### src/hdl/bw_pkg.sv
// bw_pkg: widths, word types and small arithmetic helpers for the
// barycentric weight block. No dependencies.
`default_nettype none
package bw_pkg;

  localparam int CoordW  = 16;
  localparam int WeightW = 24;
  localparam int WFrac   = 16;
  localparam int DiffW   = CoordW + 1;
  localparam int ProdW   = 2 * DiffW;
  localparam int CrossW  = ProdW + 1;
  localparam int MagW    = CrossW - 1;
  localparam int NumW    = MagW + WFrac;
  localparam int QBits   = WeightW + 1;
  localparam int WideW   = MagW + QBits;
  localparam int QDepth  = 2;

  typedef struct packed {
    logic signed [CoordW-1:0] vertex_a_x;
    logic signed [CoordW-1:0] vertex_a_y;
    logic signed [CoordW-1:0] vertex_b_x;
    logic signed [CoordW-1:0] vertex_b_y;
    logic signed [CoordW-1:0] vertex_c_x;
    logic signed [CoordW-1:0] vertex_c_y;
    logic signed [CoordW-1:0] point_x;
    logic signed [CoordW-1:0] point_y;
  } in_word_t;

  typedef struct packed {
    logic signed [WeightW-1:0] weight_alpha;
    logic signed [WeightW-1:0] weight_beta;
    logic signed [WeightW-1:0] weight_gamma;
    logic                      degenerate;
  } out_word_t;

  typedef struct packed {
    logic signed [CrossW-1:0] area;
    logic signed [CrossW-1:0] num_a;
    logic signed [CrossW-1:0] num_b;
  } cross_t;

  typedef struct packed {
    logic full;
    logic empty;
  } q_status_t;

  function automatic logic signed [DiffW-1:0] diff_c(
    input logic signed [CoordW-1:0] a,
    input logic signed [CoordW-1:0] b
  );
    return DiffW'(a) - DiffW'(b);
  endfunction

  function automatic logic signed [ProdW-1:0] mul_d(
    input logic signed [DiffW-1:0] a,
    input logic signed [DiffW-1:0] b
  );
    return ProdW'(a) * ProdW'(b);
  endfunction

  function automatic logic signed [CrossW-1:0] sub_p(
    input logic signed [ProdW-1:0] a,
    input logic signed [ProdW-1:0] b
  );
    return CrossW'(a) - CrossW'(b);
  endfunction

  function automatic logic [MagW-1:0] mag_x(input logic signed [CrossW-1:0] a);
    logic signed [CrossW-1:0] t;
    t = a[CrossW-1] ? -a : a;
    return t[MagW-1:0];
  endfunction

endpackage
`default_nettype wire

### src/hdl/bw_queue.sv
// bw_queue: short FIFO of cross-product words between front and back.
// Depends on bw_pkg.
`default_nettype none
module bw_queue (
  input  wire logic                clk,
  input  wire logic                rst_n,
  input  wire logic                push,
  input  wire bw_pkg::cross_t      push_word,
  input  wire logic                pop,
  output bw_pkg::cross_t           pop_word,
  output bw_pkg::q_status_t        status
);

  localparam int PtrW = $clog2(bw_pkg::QDepth);

  bw_pkg::cross_t mem_r [bw_pkg::QDepth];
  logic [PtrW-1:0] wr_r, rd_r;
  logic [PtrW:0]   cnt_r;

  always_ff @(posedge clk) begin
    if (!rst_n) begin
      wr_r  <= '0;
      rd_r  <= '0;
      cnt_r <= '0;
    end else begin
      if (push) begin
        wr_r <= wr_r + 1'b1;
      end
      if (pop) begin
        rd_r <= rd_r + 1'b1;
      end
      cnt_r <= cnt_r + (PtrW+1)'(push) - (PtrW+1)'(pop);
    end
  end

  always_ff @(posedge clk) begin
    if (push) begin
      mem_r[wr_r] <= push_word;
    end
  end

  assign pop_word     = mem_r[rd_r];
  assign status.empty = (cnt_r == '0);
  assign status.full  = (cnt_r == (PtrW+1)'(bw_pkg::QDepth));

endmodule
`default_nettype wire

### config.mk
export PLATFORM = sky130hd
export DESIGN_NAME = bw_queue
export DESIGN_NICKNAME = d
export VERILOG_FILES = /design/src/hdl/bw_pkg.sv /design/src/hdl/bw_queue.sv
export SDC_FILE = /design/constraint.sdc
export NUM_CORES = 1
export LEC_CHECK = 0
export BUFFER_PORTS_ARGS = -buffer_cell sky130_fd_sc_hd__buf_2
export CAP_MARGIN = 5
export CORE_MARGIN = 2
export CORE_UTILIZATION = 30
export CTS_CLUSTER_SIZE = 40
export DETAILED_ROUTE_END_ITERATION = 6
export GPL_TIMING_DRIVEN = 0
export PLACE_DENSITY = 0.47
export RECOVER_POWER = 50
export SYNTH_ARGS = -nofsm -noshare
export SYNTH_HDL_FRONTEND = slang
export SYNTH_SLANG_ARGS = --single-unit
### constraint.sdc
create_clock -name clk -period 10.5 [get_ports clk]
set_input_delay 2.1 -clock clk [delete_from_list [all_inputs] [get_ports clk]]
set_output_delay 2.1 -clock clk [all_outputs]
set_load 0.01 [all_outputs]
Word-level counts from Yosys, hierarchy flattened
Memory sizes are Yosys's and may differ from the RTL's. A register that Yosys moved wholly into a read port is not among the register bits.
Index checks and enable logic that the tools add are counted.

storage, ports and cells
  flip-flop bits (word level) = 4
  latch bits = 0
  bits in writable memories = 210
  bits in read-only memories = 0
  input bits = 109
  output and inout bits = 107
  logic and storage cells = 14
  memories kept = 1

operators by class
  $add $sub $neg = 4
  multipliers = 0
  div/mod/pow operators = 0
  order comparisons = 0
  equal/unequal tests = 1
  shifts and indexed selects = 0
  muxes and demuxes = 4
  bitwise logic cells = 0
  reduce and logical (&&, ||, !) cells = 1

memory list
  memory  words  bits a word  read ports  clocked after memory_dff  wr ports  line            RTL
  mem_r   2      105          1           1                         1         bw_queue.sv:16  bw_pkg::cross_t mem_r [bw_pkg::QDepth];

operator list
  kind                 number
  $mux 1               4
  $add 1x1->1 const B  2
  $add 2x1->2          1
  $eq 2x2->1 const B   1
  $logic_not 2->1      1
  $sub 2x1->2          1

Longest topological paths before layout
Gate-level depths: netlist (run 1).

  word-level depth = 3
  gate-level depth with buffers = 6
  mapped depth without buffers = 6

Worst setup path before layout (run 1)
No wires, ideal clock.

  path kind = input port to flip-flop
  start point = in push
  end point = mem mem_r[0][0] (netlist bit), enable pin
  library setup time = 583 ps
  arrival = 6697 ps
  data required time = 9917 ps
  path slack = 3221 ps
  stages = 1
  path buffers = 0
  cells stage by stage = nor2b_1

between the ends
  cells in the longest elaborated chain, start to end = 2

RTL lines
  element                       line            RTL
  from (decl)                   bw_queue.sv:7   input wire logic push,
  $mux 1                        bw_queue.sv:37  if (push) begin
  $mux 1 (not written as such)  bw_queue.sv:38  mem_r[wr_r] <= push_word;
  to (decl)                     bw_queue.sv:16

No other way between the ends.

Final worst setup path (run 1)
  start point = in push
  end point = mem mem_r[1][54] (netlist bit), enable pin

Same word-level chain as after synthesis.

==> summary.txt, run 1 <==
Lkg Pwr - 3.82 nW
Antenna Nets Post-Route - 0
I/O Buffers - 215
kind of critical path - input port to flip-flop
Area contributors post-synth - edfxtp_1, mux2_4, mux2_2, buf_12, dfxtp_1
number of DRC markers in iteration 0 - 173
Hold Slack - 0.578 ns
leading area contributor after synthesis - edfxtp_1
layout cell share with drive strength beyond 1 - 50.7%
Synth Instances - 348
setup TNS - 0 ns
final hold vios - 0
critical path endpoint category - flip-flop
root buffer cell - clkbuf_16
PostCTS Resize Cnt - 0
H-tree depth - 1
Worst-Skew Late Latency - 0.52 ns
DRC Markers - 0
fraction of the mapped netlist area in adder cells - 0.311%
status - finished, violations left
GP Congestion - 0.696
R2R Setup Slk - 6.84 ns
max_cap viols - 2
achievable frequency - 0.198 GHz
Die X - 168 µm
first-pass GRT wire length - 23,900 µm
register area share after synthesis - 79.6%
Simple-Gate Fraction of Synth Area - 0.668%
TritonCTS clock tree - built
setup violators final - 0
PwrDens - 196 nW/µm²
Die Height - 168 µm
Mapped Avg Cell Area - 23.1 µm²
worst hold path cell count - 2
relative slew slack - -140%
setup ws final - 5.44 ns
Synth Area in Compound Gates - 0.0932%
CTS clk-pin slew, worst paths - 0.05 ns
cell area after synthesis - 8050 µm²
CP Max Fanout - 58
GRT Util Overall - 10.8%
CTS Buf Count - 25
TritonRoute pass-1 iters - 4
DR WL/cell - 16.8 µm
number of setup buffers added after CTS - 0
post-synthesis mux area share - 17.0%
mean number of vias per cell - 4.26
worst reg2reg path depth - 2
total core area - 26,200 µm²
Initial Utilization - 30.7%
Final Critical Period - 5.06 ns
vias in the first global route - 4,438
Antenna diodes - 0
largest net degree at the start of global routing - 59
Yosys reg bits - 215
Pins Over Slew Limit - 67
largest family of logic cells by synthesized area - multiplexers
I/O Pins - 216
Startpoint Class - input port
total power - 0.00202 W
Worst-Margin Slew - 3.60 ns
# nets final - 705
post-DP HPWL - 10,700 µm
most frequent cells after synthesis - edfxtp_1, mux2_2, mux2_4
Routed WL - 15,900 µm
Synth Flop Type - edfxtp_1
initial antenna violation count - 0
RSZ-0062 raised after global routing - no
Via Count - 4,021
CP Data Required Time - 10.68 ns
Yosys warning total - 0
Hold Path Origin - rd_r
std cell rows - 59
final setup skew - 0.0155 ns
syn nets - 459
# hold bufs at CTS - 0
top cell type's share of synthesized area - 78.3%
fin crit share - 48.2%
Worst Path Arrival - 5.23 ns
failing checks - capacitance limit, slew limit
Post-Place Cells - 902
clk buf depth - 3
most frequent cell after synthesis - edfxtp_1
Netlist cell types - 16
clock sink count - 215
Area Overhead vs Synth - 28.0%
dpl ws - 6.78 ns
RR Startpoint - wr_r
Hold Path End - rd_r
FF-to-FF End - mem_r[1][54]
asr flop ratio synth - 0%
Worst VDD drop - 0.112 mV
grt total ovfl - 0
die area - 28,200 µm²
EDFF count, synth - 210
Non-Filler Instances - 943
Hold Path Class - flip-flop to flip-flop
Synth Area in XOR/XNOR - 0.388%
==> worst max path at each step <==
stage | startpoint | end | cells past startpoint
finish | push | mem_r[1][54] | 3
global route | push | mem_r[1][54] | 3
CTS | flip-flop | pop_word[64] | 5
detailed placement | push | mem_r[0][51] | 4
global placement | push | mem_r[0][54] | 2
floorplan | push | mem_r[0][0] | 1
==> cell families (layout without fill, tap and decap cells) <==
family	after synthesis	after routing
simple gates	9	9
mux	105	105
flops	215	215
xor+xnor	2	2
fa+ha+maj	2	2
compound gates	1	1
buf+inv	14	274
==> registers in the layout, indices dropped and copies added, names as in the netlist, named ones only <==
signal  count
mem_r     210
cnt_r       2
rd_r        1
wr_r        1
==> cells in the final DEF (no fill, tap or decap), types with 2 or more instances in the layout <==
master	netlist	final
ha_1	2	2
mux2_2	55	55
clkinv_2	0	2
buf_12	5	8
clkbuf_16	0	25
edfxtp_1	210	210
inv_1	2	2
bufinv_16	0	2
dfxtp_1	5	5
clkinv_1	0	2
and2_0	0	3
clkbuf_1	0	66
nor2b_1	4	4
mux2_4	50	50
buf_2	5	162
==> critical path: stages <==
cell and delay (ns):
clkbuf_1 0.14, and2_0 2.61, buf_16 0.28
==> routing by layer <==
metal / GRT usage (%) / vias to the layer above / wire length, µm
met5: 0 / - / 0
met4: 3.59 / 0 / 485
met3: 4.18 / 31 / 1420
met2: 18.7 / 149 / 7770
met1: 12.3 / 1973 / 6200
li1: - / 1868 / -
==> layout make-up <==
class                           instances  area (µm²)
Clock buffer                           34         659
Fill cell                            2403       15900
Sequential cell                       215        6410
Timing Repair Buffer                  219        1090
Inverter                                2        7.51
Clock inverter                          7        86.3
Multi-Input combinational cell        119        1490
Tap cell                              335         419
Buffer                                 12         151
==> metrics by stage <==
stage	utilization, %	area [µm²]
2_1_floorplan	-	8050
3_3_place_gp	36.4	9550
3_5_place_dp	36.8	9650
4_1_cts	39.7	10400
5_1_grt	39.3	10300
6_report	39.3	10300
==> power by group <==
part           internal, W  total, W  switching, W  leakage [nW]
combinational     0.000114  0.000224      0.000110          1.45
clock             0.000483  0.000793      0.000310         0.362
sequential        0.000994   0.00100     0.0000105          2.01
total              0.00159   0.00202      0.000430          3.82
Note: power is estimated with default switching activity, not from simulation.
==> inputs of run 2 (changes only) <==
==> constraint.sdc (replaced) <==
create_clock -name clk -period 5 [get_ports clk]
set_input_delay 1 -clock clk [delete_from_list [all_inputs] [get_ports clk]]
set_output_delay 1 -clock clk [all_outputs]
set_load 0.01 [all_outputs]
==> run 2 against run 1 <==
- the run still ends with capacitance limit, slew limit left
- first-iteration DRC count fell by 2.3%
- worst hold slack better by 0.0039 ns
- combinational power increased by 110%
- highest routed layer unchanged
- final cell count is 0.21% higher
- clock skew down 0.0099 ns
- largest power group unchanged
- flip-flop and latch count unchanged
- critical path depth unchanged
- die area unchanged
==> summary.txt, run 2 (synthesis results as in run 1) <==
Largest Register - mem_r
RSZ-0062 raised after global routing - no
Pins Over Slew Limit - 79 (+18%)
kind of critical path - input port to flip-flop
GRT Util Overall - 10.8% (-0.077 points)
mean number of vias per cell - 4.24 (-0.53%)
Logic pwr share - 11.3% (+0.2 points)
Hold Path Class - flip-flop to flip-flop
Worst-Skew Late Latency - 0.50 ns (-0.02 ns)
setup violators final - 0 (unchanged)
vias in the first global route - 4,316 (-2.7%)
CP Max Fanout - 55 (-5.2%)
Worst-Margin Slew - 2.76 ns (-0.839 ns)
clock sink count - 215 (unchanged)
I/O Pins - 216 (unchanged)
Area after DPL - 9650 µm² (unchanged)
largest net degree at the start of global routing - 56 (-5.1%)
std cell rows - 59 (unchanged)
CP Data Required Time - 5.17 ns (-5.51 ns)
part of the power in registers - 50.9% (+1.2 points)
switch share - 22.0% (+0.67 points)
total power - 0.00414 W (+110%)
max_cap viols - 2 (unchanged)
Largest register FFs - 210 (unchanged)
achievable frequency - 0.293 GHz
Clock Power Share - 37.8% (-1.4 points)
status - finished, violations left
number of DRC markers in iteration 0 - 169 (-2.3%)
TritonRoute pass-1 iters - 4 (unchanged)
initial antenna violation count - 0 (unchanged)
Antenna Nets Post-Route - 0 (unchanged)
Worst VDD drop - 0.224 mV (+99%)
Area Overhead vs Synth - 27.3%
Final Cell Area - 10,300 µm² (-0.55%)
critical path endpoint category - flip-flop
H-tree depth - 1 (unchanged)
total core area - 26,200 µm² (unchanged)
Routed WL - 15,700 µm (-1.1%)
Die X - 168 µm (unchanged)
commonest cells after routing, fill and taps aside - edfxtp_1, buf_2, clkbuf_1
commonest non-fill, non-tap cell in the layout - edfxtp_1
DR WL/cell - 16.6 µm (-1.3%)
root buffer cell - clkbuf_16
post-DP HPWL - 10,700 µm (about the same)
failing checks - capacitance limit, slew limit
Worst Path Arrival - 3.59 ns (-1.64 ns)
CTS clk-pin slew, worst paths - 0.06 ns (about the same)
PostCTS Resize Cnt - 0 (unchanged)
Via Count - 4,008 (-0.32%)
GP Congestion - 0.687 (-1.3%)
first-pass GRT wire length - 23,800 µm (-0.49%)
Lkg Pwr - 3.78 nW (-1.2%)
fin crit share - 68.3%
DRC Markers - 0 (unchanged)
Startpoint Class - input port
P_sw - 0.000910 W (+110%)
clk buf depth - 3 (unchanged)
final setup skew - 0.00563 ns (-0.00989 ns)
# nets final - 704 (-0.14%)
final hold vios - 0 (unchanged)
Internal Power - 0.00323 W (+100%)
utilization after layout - 39.1% (-0.21 points)
CTS Buf Count - 24 (-4.0%)
die area - 28,200 µm² (unchanged)
setup TNS - 0 ns (unchanged)
I/O Buffers - 215 (unchanged)
layout cell share with drive strength beyond 1 - 48.9% (-1.8 points)
Antenna diodes - 0 (unchanged)
top flop regs - mem_r: 210 flops, cnt_r: 2 flops
Final Critical Period - 3.42 ns
TritonCTS clock tree - built
grt total ovfl - 0 (unchanged)
Hold Slack - 0.582 ns (+0.00394 ns)
Die Height - 168 µm (unchanged)
Initial Utilization - 30.7% (unchanged)
relative slew slack - -83.9% (+56 points)
# hold bufs at CTS - 0 (unchanged)
PwrDens - 404 nW/µm² (+110%)
number of setup buffers added after CTS - 0 (unchanged)
-- run 2: power groups by stage --
stage	Combinational (W)	Clock, W	Sequential [W]
3_3_place_gp	0.000466	0	0.00215
6_report	0.000468	0.00157	0.00211
3_5_place_dp	0.000487	0	0.00215
4_1_cts	0.000489	0.00162	0.00211
5_1_grt	0.000508	0.00169	0.00212
2_1_floorplan	0.000283	0	0.00215
-- run 2: worst paths after layout --
path | startpoint | endpoint | slack, ns | cells after the start
hold reg to reg | rd_r | flip-flop | 0.58 | 2
hold / removal | rd_r | flip-flop | 0.58 | 2
setup / recovery | push | mem_r[1][80] | 1.58 | 3
setup reg to reg | wr_r | mem_r[1][80] | 1.93 | 2
-- run 2: area by class of cell --
class,count,area (µm²)
multi-input combinational,119,1490
clock buffer,32,652
fill,2443,16000
sequential,215,6410
buffer,12,151
inverter,2,7.51
clock inverter,11,51.3
tap,335,419
timing repair buffer,219,1080
-- run 2: critical path, stage by stage --
cell      delay (ns)
clkbuf_1        0.17
and2_1          2.03
buf_16          0.30
-- run 2: through the flow --
step           worst slack (ns)  cells
6_report                   1.58    945
5_1_grt                    1.32    945
4_1_cts                    2.14    945
3_5_place_dp               2.29    902
3_3_place_gp             -0.948    898
2_1_floorplan             0.804    348
-- run 2: per-layer routing --
metal  share of wire [%]  track usage, %
met2                  48            18.3
met3                 8.5            3.71
met1                  41            12.9
met5                   0               0
met4                 2.5            3.33
